--- src/sv/tpc_pkg.sv ---
// shared types and constants of the thresholded pixel centroid
package tpc_pkg;

    localparam int DEPTH_W     = 8;
    localparam int ROW_LIMIT_W = 9;
    localparam int MIN_DEPTH_W = 8;
    localparam int CFG_DATA_W  = 9;
    localparam int CFG_INDEX_W = 1;

    localparam int CENTER_X_W  = 10;
    localparam int CENTER_Y_W  = 9;
    localparam int SUM_W       = 28;
    localparam int COUNT_W     = 19;

    localparam int QUEUE_DEPTH = 2;

    localparam logic [ROW_LIMIT_W-1:0] ROW_LIMIT_RESET = 9'd280;
    localparam logic [MIN_DEPTH_W-1:0] MIN_DEPTH_RESET = 8'd0;

    typedef enum logic [CFG_INDEX_W-1:0] {
        REG_ROW_LIMIT = 1'b0,
        REG_MIN_DEPTH = 1'b1
    } cfg_reg_t;

    // per-frame totals handed from the accumulator to the divider side
    typedef struct packed {
        logic [SUM_W-1:0]   column_sum;
        logic [SUM_W-1:0]   row_sum;
        logic [COUNT_W-1:0] hit_count;
    } frame_sum_t;

    typedef struct packed {
        logic                  person_seen;
        logic [COUNT_W-1:0]    pixel_count;
        logic [CENTER_Y_W-1:0] center_y;
        logic [CENTER_X_W-1:0] center_x;
    } result_t;

endpackage

--- src/sv/thresholded_pixel_centroid.sv ---
// top level of the thresholded pixel centroid
// Pixels are taken one per clock while s_tready is high, in raster order; the block
// counts column and row itself. A pixel counts when its row index is at most
// row_limit and its depth is above min_depth. The last pixel of a frame (tlast)
// queues the frame totals for a pair of restoring dividers. The result word comes out
// once the totals leave the queue, the dividers work out all 28 quotient bits and the
// result is handed to the output register; only then does the divider side take a new
// frame. The totals queue holds two frames, so s_tready drops only when short frames
// arrive back to back faster than the dividers go or m_tready holds off result words.
// A frame with no counted pixel reports the frame center.
module thresholded_pixel_centroid #(
    parameter int FRAME_WIDTH  = 640,
    parameter int FRAME_HEIGHT = 480
) (
    input  logic                                aclk,
    input  logic                                aresetn,
    input  logic                                s_tvalid,
    output logic                                s_tready,
    input  logic [7:0]                          s_tdata,   // depth
    input  logic                                s_tlast,
    output logic                                m_tvalid,
    input  logic                                m_tready,
    output logic [39:0]                         m_tdata,   // center_x, center_y, pixel_count
    output logic                                m_tuser,   // person_seen
    input  logic                                cfg_valid,
    output logic                                cfg_ready,
    input  logic [tpc_pkg::CFG_INDEX_W-1:0]     cfg_index,
    input  logic [tpc_pkg::CFG_DATA_W-1:0]      cfg_data
);
    import tpc_pkg::*;

    logic [ROW_LIMIT_W-1:0] row_limit_reg;
    logic [MIN_DEPTH_W-1:0] min_depth_reg;
    logic                   cfg_write;

    logic                   push;
    frame_sum_t             push_data;
    logic                   queue_full;
    logic                   queue_empty;
    logic                   pop;
    frame_sum_t             queue_data;
    result_t                res_data;

    assign cfg_ready = 1'b1;
    assign cfg_write = cfg_valid && cfg_ready;

    always_ff @(posedge aclk) begin
        if (!aresetn) begin
            row_limit_reg <= ROW_LIMIT_RESET;
            min_depth_reg <= MIN_DEPTH_RESET;
        end else if (cfg_write) begin
            case (cfg_reg_t'(cfg_index))
                REG_ROW_LIMIT: row_limit_reg <= cfg_data[ROW_LIMIT_W-1:0];
                REG_MIN_DEPTH: min_depth_reg <= cfg_data[MIN_DEPTH_W-1:0];
                default: begin
                end
            endcase
        end
    end

    tpc_front #(
        .FRAME_WIDTH  (FRAME_WIDTH),
        .FRAME_HEIGHT (FRAME_HEIGHT)
    ) u_front (
        .aclk       (aclk),
        .aresetn    (aresetn),
        .pix_valid  (s_tvalid),
        .pix_ready  (s_tready),
        .pix_depth  (s_tdata[DEPTH_W-1:0]),
        .pix_last   (s_tlast),
        .row_limit  (row_limit_reg),
        .min_depth  (min_depth_reg),
        .push       (push),
        .push_data  (push_data),
        .queue_full (queue_full)
    );

    tpc_fifo u_fifo (
        .aclk      (aclk),
        .aresetn   (aresetn),
        .push      (push),
        .push_data (push_data),
        .full      (queue_full),
        .pop       (pop),
        .pop_data  (queue_data),
        .empty     (queue_empty)
    );

    tpc_back #(
        .FRAME_WIDTH  (FRAME_WIDTH),
        .FRAME_HEIGHT (FRAME_HEIGHT)
    ) u_back (
        .aclk        (aclk),
        .aresetn     (aresetn),
        .queue_empty (queue_empty),
        .queue_data  (queue_data),
        .pop         (pop),
        .res_valid   (m_tvalid),
        .res_ready   (m_tready),
        .res_data    (res_data)
    );

    assign m_tdata = {2'b00, res_data.pixel_count, res_data.center_y, res_data.center_x};
    assign m_tuser = res_data.person_seen;

endmodule

--- src/sv/tpc_front.sv ---
// pixel front end: raster position counters, threshold test and frame accumulators
module tpc_front #(
    parameter int FRAME_WIDTH  = 640,
    parameter int FRAME_HEIGHT = 480
) (
    input  logic                                aclk,
    input  logic                                aresetn,
    input  logic                                pix_valid,
    output logic                                pix_ready,
    input  logic [tpc_pkg::DEPTH_W-1:0]         pix_depth,
    input  logic                                pix_last,
    input  logic [tpc_pkg::ROW_LIMIT_W-1:0]     row_limit,
    input  logic [tpc_pkg::MIN_DEPTH_W-1:0]     min_depth,
    output logic                                push,
    output tpc_pkg::frame_sum_t                 push_data,
    input  logic                                queue_full
);
    import tpc_pkg::*;

    localparam int COL_W = (FRAME_WIDTH > 2) ? $clog2(FRAME_WIDTH) : 1;
    localparam int ROW_W = (FRAME_HEIGHT > 2) ? $clog2(FRAME_HEIGHT) : 1;
    localparam int CMP_W = (ROW_W > ROW_LIMIT_W) ? ROW_W : ROW_LIMIT_W;
    localparam logic [COL_W-1:0] COL_LAST = COL_W'(FRAME_WIDTH - 1);
    localparam logic [ROW_W-1:0] ROW_LAST = ROW_W'(FRAME_HEIGHT - 1);

    logic [COL_W-1:0]   col_reg, col_next;
    logic [ROW_W-1:0]   row_reg, row_next;
    logic [SUM_W-1:0]   col_sum_reg, col_sum_next;
    logic [SUM_W-1:0]   row_sum_reg, row_sum_next;
    logic [COUNT_W-1:0] hit_reg, hit_next;

    logic               accept;
    logic               hit;
    logic [SUM_W:0]     col_add;
    logic [SUM_W:0]     row_add;
    frame_sum_t         acc;

    assign pix_ready = !queue_full;
    assign accept    = pix_valid && pix_ready;

    assign hit = (CMP_W'(row_reg) <= CMP_W'(row_limit)) && (pix_depth > min_depth)
                 && (hit_reg != '1);

    assign col_add = {1'b0, col_sum_reg} + (SUM_W+1)'(col_reg);
    assign row_add = {1'b0, row_sum_reg} + (SUM_W+1)'(row_reg);

    always_comb begin
        acc.column_sum = col_sum_reg;
        acc.row_sum    = row_sum_reg;
        acc.hit_count  = hit_reg;
        if (hit) begin
            acc.column_sum = col_add[SUM_W] ? '1 : col_add[SUM_W-1:0];
            acc.row_sum    = row_add[SUM_W] ? '1 : row_add[SUM_W-1:0];
            acc.hit_count  = hit_reg + COUNT_W'(1);
        end
    end

    assign push      = accept && pix_last;
    assign push_data = acc;

    always_comb begin
        col_next     = col_reg;
        row_next     = row_reg;
        col_sum_next = col_sum_reg;
        row_sum_next = row_sum_reg;
        hit_next     = hit_reg;
        if (accept) begin
            if (pix_last) begin
                col_next     = '0;
                row_next     = '0;
                col_sum_next = '0;
                row_sum_next = '0;
                hit_next     = '0;
            end else begin
                col_sum_next = acc.column_sum;
                row_sum_next = acc.row_sum;
                hit_next     = acc.hit_count;
                if (col_reg == COL_LAST) begin
                    col_next = '0;
                    row_next = (row_reg == ROW_LAST) ? '0 : row_reg + ROW_W'(1);
                end else begin
                    col_next = col_reg + COL_W'(1);
                end
            end
        end
    end

    always_ff @(posedge aclk) begin
        if (!aresetn) begin
            col_reg     <= '0;
            row_reg     <= '0;
            col_sum_reg <= '0;
            row_sum_reg <= '0;
            hit_reg     <= '0;
        end else begin
            col_reg     <= col_next;
            row_reg     <= row_next;
            col_sum_reg <= col_sum_next;
            row_sum_reg <= row_sum_next;
            hit_reg     <= hit_next;
        end
    end

endmodule

--- src/sv/tpc_fifo.sv ---
// short queue of frame totals between the accumulator and the divider side
module tpc_fifo (
    input  logic                aclk,
    input  logic                aresetn,
    input  logic                push,
    input  tpc_pkg::frame_sum_t push_data,
    output logic                full,
    input  logic                pop,
    output tpc_pkg::frame_sum_t pop_data,
    output logic                empty
);
    import tpc_pkg::*;

    localparam int PTR_W = (QUEUE_DEPTH > 2) ? $clog2(QUEUE_DEPTH) : 1;
    localparam int CNT_W = $clog2(QUEUE_DEPTH + 1);
    localparam logic [PTR_W-1:0] PTR_LAST = PTR_W'(QUEUE_DEPTH - 1);
    localparam logic [CNT_W-1:0] CNT_FULL = CNT_W'(QUEUE_DEPTH);

    frame_sum_t       mem_reg [QUEUE_DEPTH];
    logic [PTR_W-1:0] wr_ptr_reg, wr_ptr_next;
    logic [PTR_W-1:0] rd_ptr_reg, rd_ptr_next;
    logic [CNT_W-1:0] count_reg, count_next;
    logic             do_push;
    logic             do_pop;

    assign full     = (count_reg == CNT_FULL);
    assign empty    = (count_reg == '0);
    assign pop_data = mem_reg[rd_ptr_reg];
    assign do_push  = push && !full;
    assign do_pop   = pop && !empty;

    always_comb begin
        wr_ptr_next = wr_ptr_reg;
        rd_ptr_next = rd_ptr_reg;
        count_next  = count_reg;
        if (do_push) begin
            wr_ptr_next = (wr_ptr_reg == PTR_LAST) ? '0 : wr_ptr_reg + PTR_W'(1);
        end
        if (do_pop) begin
            rd_ptr_next = (rd_ptr_reg == PTR_LAST) ? '0 : rd_ptr_reg + PTR_W'(1);
        end
        if (do_push && !do_pop) begin
            count_next = count_reg + CNT_W'(1);
        end else if (do_pop && !do_push) begin
            count_next = count_reg - CNT_W'(1);
        end
    end

    always_ff @(posedge aclk) begin
        if (do_push) begin
            mem_reg[wr_ptr_reg] <= push_data;
        end
    end

    always_ff @(posedge aclk) begin
        if (!aresetn) begin
            wr_ptr_reg <= '0;
            rd_ptr_reg <= '0;
            count_reg  <= '0;
        end else begin
            wr_ptr_reg <= wr_ptr_next;
            rd_ptr_reg <= rd_ptr_next;
            count_reg  <= count_next;
        end
    end

endmodule

--- src/sv/tpc_div.sv ---
// restoring divider, one quotient bit per cycle
module tpc_div (
    input  logic                          aclk,
    input  logic                          aresetn,
    input  logic                          start,
    input  logic [tpc_pkg::SUM_W-1:0]     dividend,
    input  logic [tpc_pkg::COUNT_W-1:0]   divisor,
    output logic                          done,
    output logic [tpc_pkg::SUM_W-1:0]     quotient
);
    import tpc_pkg::*;

    localparam int STEP_W = $clog2(SUM_W);
    localparam logic [STEP_W-1:0] STEP_LAST = STEP_W'(SUM_W - 1);

    logic                busy_reg, busy_next;
    logic                done_reg, done_next;
    logic [STEP_W-1:0]   step_reg, step_next;
    logic [COUNT_W-1:0]  rem_reg, rem_next;
    logic [SUM_W-1:0]    quo_reg, quo_next;
    logic [COUNT_W-1:0]  den_reg, den_next;

    logic [COUNT_W:0]    rem_shift;
    logic [COUNT_W:0]    diff;
    logic                fits;

    assign rem_shift = {rem_reg, quo_reg[SUM_W-1]};
    assign diff      = rem_shift - {1'b0, den_reg};
    assign fits      = (rem_shift >= {1'b0, den_reg});

    assign done     = done_reg;
    assign quotient = quo_reg;

    always_comb begin
        busy_next = busy_reg;
        done_next = 1'b0;
        step_next = step_reg;
        rem_next  = rem_reg;
        quo_next  = quo_reg;
        den_next  = den_reg;
        if (start) begin
            busy_next = 1'b1;
            step_next = '0;
            rem_next  = '0;
            quo_next  = dividend;
            den_next  = divisor;
        end else if (busy_reg) begin
            rem_next  = fits ? diff[COUNT_W-1:0] : rem_shift[COUNT_W-1:0];
            quo_next  = {quo_reg[SUM_W-2:0], fits};
            step_next = step_reg + STEP_W'(1);
            if (step_reg == STEP_LAST) begin
                busy_next = 1'b0;
                done_next = 1'b1;
            end
        end
    end

    always_ff @(posedge aclk) begin
        if (!aresetn) begin
            busy_reg <= 1'b0;
            done_reg <= 1'b0;
            step_reg <= '0;
        end else begin
            busy_reg <= busy_next;
            done_reg <= done_next;
            step_reg <= step_next;
        end
    end

    always_ff @(posedge aclk) begin
        rem_reg <= rem_next;
        quo_reg <= quo_next;
        den_reg <= den_next;
    end

endmodule

--- src/sv/tpc_back.sv ---
// back end: divides the frame totals into mean column and row and holds the result word
module tpc_back #(
    parameter int FRAME_WIDTH  = 640,
    parameter int FRAME_HEIGHT = 480
) (
    input  logic                aclk,
    input  logic                aresetn,
    input  logic                queue_empty,
    input  tpc_pkg::frame_sum_t queue_data,
    output logic                pop,
    output logic                res_valid,
    input  logic                res_ready,
    output tpc_pkg::result_t    res_data
);
    import tpc_pkg::*;

    localparam logic [CENTER_X_W-1:0] HALF_W = CENTER_X_W'(FRAME_WIDTH / 2);
    localparam logic [CENTER_Y_W-1:0] HALF_H = CENTER_Y_W'(FRAME_HEIGHT / 2);

    typedef enum logic [2:0] {
        ST_IDLE = 3'b001,
        ST_DIV  = 3'b010,
        ST_HOLD = 3'b100
    } state_t;

    state_t             state_reg, state_next;
    logic [COUNT_W-1:0] hit_reg, hit_next;
    logic               valid_reg, valid_next;
    result_t            data_reg, data_next;

    logic               div_x_done;
    logic               div_y_done;
    logic [SUM_W-1:0]   quo_x;
    logic [SUM_W-1:0]   quo_y;
    logic               out_free;
    logic               seen;

    assign pop      = (state_reg == ST_IDLE) && !queue_empty;
    assign out_free = !valid_reg || res_ready;
    assign seen     = (hit_reg != '0);

    tpc_div u_div_x (
        .aclk     (aclk),
        .aresetn  (aresetn),
        .start    (pop),
        .dividend (queue_data.column_sum),
        .divisor  (queue_data.hit_count),
        .done     (div_x_done),
        .quotient (quo_x)
    );

    tpc_div u_div_y (
        .aclk     (aclk),
        .aresetn  (aresetn),
        .start    (pop),
        .dividend (queue_data.row_sum),
        .divisor  (queue_data.hit_count),
        .done     (div_y_done),
        .quotient (quo_y)
    );

    always_comb begin
        state_next = state_reg;
        hit_next   = hit_reg;
        valid_next = valid_reg;
        data_next  = data_reg;
        if (valid_reg && res_ready) begin
            valid_next = 1'b0;
        end
        case (state_reg)
            ST_IDLE: begin
                if (pop) begin
                    hit_next   = queue_data.hit_count;
                    state_next = ST_DIV;
                end
            end
            ST_DIV: begin
                if (div_x_done && div_y_done) begin
                    state_next = ST_HOLD;
                end
            end
            ST_HOLD: begin
                if (out_free) begin
                    valid_next            = 1'b1;
                    data_next.center_x    = seen ? quo_x[CENTER_X_W-1:0] : HALF_W;
                    data_next.center_y    = seen ? quo_y[CENTER_Y_W-1:0] : HALF_H;
                    data_next.pixel_count = hit_reg;
                    data_next.person_seen = seen;
                    state_next            = ST_IDLE;
                end
            end
            default: begin
                state_next = ST_IDLE;
            end
        endcase
    end

    always_ff @(posedge aclk) begin
        if (!aresetn) begin
            state_reg <= ST_IDLE;
            valid_reg <= 1'b0;
        end else begin
            state_reg <= state_next;
            valid_reg <= valid_next;
        end
    end

    always_ff @(posedge aclk) begin
        hit_reg  <= hit_next;
        data_reg <= data_next;
    end

    assign res_valid = valid_reg;
    assign res_data  = data_reg;

endmodule

--- config.mk ---
export PLATFORM = sky130hd
export DESIGN_NAME = thresholded_pixel_centroid
export DESIGN_NICKNAME = d
export VERILOG_FILES = /design/src/sv/tpc_pkg.sv /design/src/sv/thresholded_pixel_centroid.sv /design/src/sv/tpc_front.sv /design/src/sv/tpc_fifo.sv /design/src/sv/tpc_div.sv /design/src/sv/tpc_back.sv
export SDC_FILE = /design/constraint.sdc
export NUM_CORES = 1
export LEC_CHECK = 0
export ABC_CLOCK_PERIOD_IN_PS = 4500
export BUFFER_PORTS_ARGS = -buffer_cell sky130_fd_sc_hd__buf_4
export CAP_MARGIN = 5
export CORE_MARGIN = 5
export CORE_UTILIZATION = 40
export CTS_BUF_LIST = sky130_fd_sc_hd__clkbuf_4
export CTS_CLUSTER_DIAMETER = 100
export CTS_CLUSTER_SIZE = 16
export DETAILED_ROUTE_END_ITERATION = 6
export PLACE_DENSITY_LB_ADDON = 0.15
export SLEW_MARGIN = 0
export SYNTH_ARGS = -nofsm -noshare
export SYNTH_HDL_FRONTEND = slang
export SYNTH_SLANG_ARGS = --single-unit
--- constraint.sdc ---
create_clock -name aclk -period 4.5 [get_ports aclk]
set_clock_uncertainty 0.1 [all_clocks]
set_input_delay 0.45 -clock aclk [delete_from_list [all_inputs] [get_ports aclk]]
set_output_delay 0.45 -clock aclk [all_outputs]
set_load 0.05 [all_outputs]
==> metrics.txt <==
IO Pins=68; EDFF count, synth=264; clk_lat worst skew=850 ps; Top FF cell, synth=edfxtp_1; clock power share=0.143; number of flip-flops in the largest register=150; FF-to-FF End=u_fifo.mem_reg[1][34]$_DFFE_PP_; critical path arrival=4090 ps; switching pwr=4770 uW; FILL cells=4,866; CTS Buffer Depth=3; CORE AREA=52,400 um2; DP HPWL=35,500 um; Total Routed Length=51,500 um; Peak VDD IR=283 uV; #FFs+latches synth=436; combinational share of power=0.403; hold endpoint=u_fifo.wr_ptr_reg$_SDFFE_PN0P_; final net count=2,140; part of the Yosys area used for sequential elements=0.537; H-tree Lvls=1; Min-Delay Path Class=input pin to register; final hold vios=0; final setup violation count=0; reg2reg start=u_front.row_reg[0]$_SDFFE_PN0P_; Congestion Overflow GR=0; first-pass GRT wire length=80,100 um; # rows=84; DRT iter0 DRCs=995; Max Slew Vio Count=0; Hold Path Stages=5; CTS root buffer=clkbuf_4; layout cells sized above 1=0.111; Hold Crit Start=s_tvalid; TritonCTS clock tree=done; Worst R2R Setup Slack=850 ps; RSZ-0062 raised after global routing=false; Final Cycle Share=0.811; total track usage=0.174; Synth cell types=86; drt drc=0; average cell area after synthesis=10.8 um2; Startpoint Class=register; Area Growth Syn to Fin=9.69%; die area=57,600 um2; worst slew pin tran=951 ps; Tmin final=3650 ps; vias=15,100; leak pwr=0.00864 uW; Crit. End Element=register; synthesized area=21,200 um2; vias in the first global route=14,200; post-route ant nets=0; setup TNS=0 ps; Yosys Warn Count=0; CP Max Fanout=23; crit path kind=register to register; Die X=240 um; routed len/inst=18.8 um; critical path required time=4940 ps; die height=240 um; final worst slack=852 ps; Post-Place Setup Slack=876 ps; Clock Pin Slew Worst Setup and Hold Paths=170 ps; Max Cap Viol=0; initial antenna violation count=2; largest net degree at the start of global routing=73; clk sinks=436; total power per unit cell area=538 nW/um2; Synth Instances=1,963; GP Congestion=0.847; Slew HR=0.366; asr flop ratio synth=0; Pre-Repair DR Iteration Count=5; worst r2r path cells=9; cts repair resizes=0; fmax=274 MHz; sw frac=0.382; Initial Utilization=0.403; total CTS buffers=31; I/O Buffers=64; via density per instance=5.48; sequential share of power=0.454; status=finished clean; internal power=7720 uW
==> logic make-up (layout without fill, tap and decap cells) <==
family	count (synthesis)	in the layout	synth area share
XOR/XNOR	107	107	0.0443
adder cells (fa/ha/maj)	84	84	0.0511
AO/OA/AOI/OAI	493	493	0.151
buffers and inverters	156	249	0.0299
other	2	7	0.000355
multiplexers	106	106	0.0516
flip-flops	436	436	0.537
AND/OR/NAND/NOR	579	579	0.134
==> Yosys cell counts, types with 50 or more instances <==
| master | n | share of area |
|---|---|---|
| a21oi_1 | 179 | 0.042 |
| clkbuf_1 | 62 | 0.011 |
| dfxtp_1 | 172 | 0.16 |
| edfxtp_1 | 264 | 0.37 |
| ha_1 | 80 | 0.047 |
| inv_1 | 63 | 0.011 |
| mux2i_1 | 82 | 0.039 |
| nand2_1 | 155 | 0.028 |
| nor2_1 | 171 | 0.030 |
| o21ai_0 | 92 | 0.022 |
| xnor2_1 | 57 | 0.024 |
| xor2_1 | 50 | 0.021 |
==> cells in the final DEF (no fill, tap or decap), types with 55 or more instances in the layout <==
cell type / instances
ha_1: 80
nand2_1: 155
clkbuf_4: 55
edfxtp_1: 264
xnor2_1: 57
a21oi_1: 179
o21ai_0: 92
nor2_1: 167
mux2i_1: 82
inv_1: 63
dfxtp_1: 171
buf_4: 89
==> worst max-delay path by stage <==
stage	end	depth (start not counted)	slack (ps)	start
floorplan	u_fifo.mem_reg[1][0]$_DFFE_PP_	6	240	u_fifo.count_reg[0]$_SDFFE_PN0P_
global placement	u_front.row_sum_reg[14]$_SDFFE_PN0P_	10	900	u_front.row_reg[0]$_SDFFE_PN0P_
detailed placement	u_fifo.mem_reg[0][34]$_DFFE_PP_	9	880	u_front.row_reg[0]$_SDFFE_PN0P_
CTS	u_fifo.mem_reg[1][34]$_DFFE_PP_	9	830	u_front.row_reg[0]$_SDFFE_PN0P_
global route	u_fifo.mem_reg[1][34]$_DFFE_PP_	9	630	u_front.row_reg[0]$_SDFFE_PN0P_
finish	u_fifo.mem_reg[1][34]$_DFFE_PP_	9	850	u_front.row_reg[0]$_SDFFE_PN0P_
==> critical path, cell delays in order, from the launching register on <==
cell,delay (ps)
dfxtp_1,410
ha_1,240
fa_1,420
a211oi_1,310
o21a_1,150
nor2_1,70
o41a_1,370
nand3_1,200
or2_1,760
o21ai_0,300
==> power by group through the flow <==
stage / Sequential (uW) / Combinational, uW / Clock [uW]
CTS: 5680 / 5050 / 1880
floorplan: 5560 / 3850 / 0
global placement: 5760 / 4940 / 0
finish: 5670 / 5030 / 1790
global route: 5750 / 5600 / 2050
detailed placement: 5770 / 5010 / 0
==> metrics by stage <==
stage	cell area [um2]	power (uW)	util	hold slack, ps	instances
2_1_floorplan	21200	9420	-	336	1964
3_3_place_gp	22400	10700	0.428	348	2653
3_5_place_dp	22400	10800	0.428	350	2653
4_1_cts	23200	12600	0.442	132	2745
5_1_grt	23200	13400	0.442	146	2748
6_report	23200	12500	0.442	224	2749
==> area by class of cell <==
type                    instances  area [um2]  area share
repair buffers                127        1090      0.0469
clock buffers                  55         413      0.0178
flip-flops and latches        436       11400       0.490
inverters                      64         243      0.0105
clock inverters                 3        20.0    0.000863
well taps                     688         861      0.0371
multi-input cells            1372        9200       0.396
diodes                          4        10.0    0.000431
==> metal layers <==
metal / global-route usage / vias up / part of all wire
met5: 0 / - / 0
li1: - / 7404 / -
met2: 0.267 / 334 / 0.43
met3: 0.0194 / 56 / 0.045
met1: 0.264 / 7279 / 0.50
met4: 0.0418 / 0 / 0.019
==> timing repair <==
action	4_1_cts	5_1_grt
endpoints found under the hold margin	32	0
setup endpoints to repair	0	0
setup buffers	0	0
hold buffers	34	0
Power figures use the tool's default switching activity.
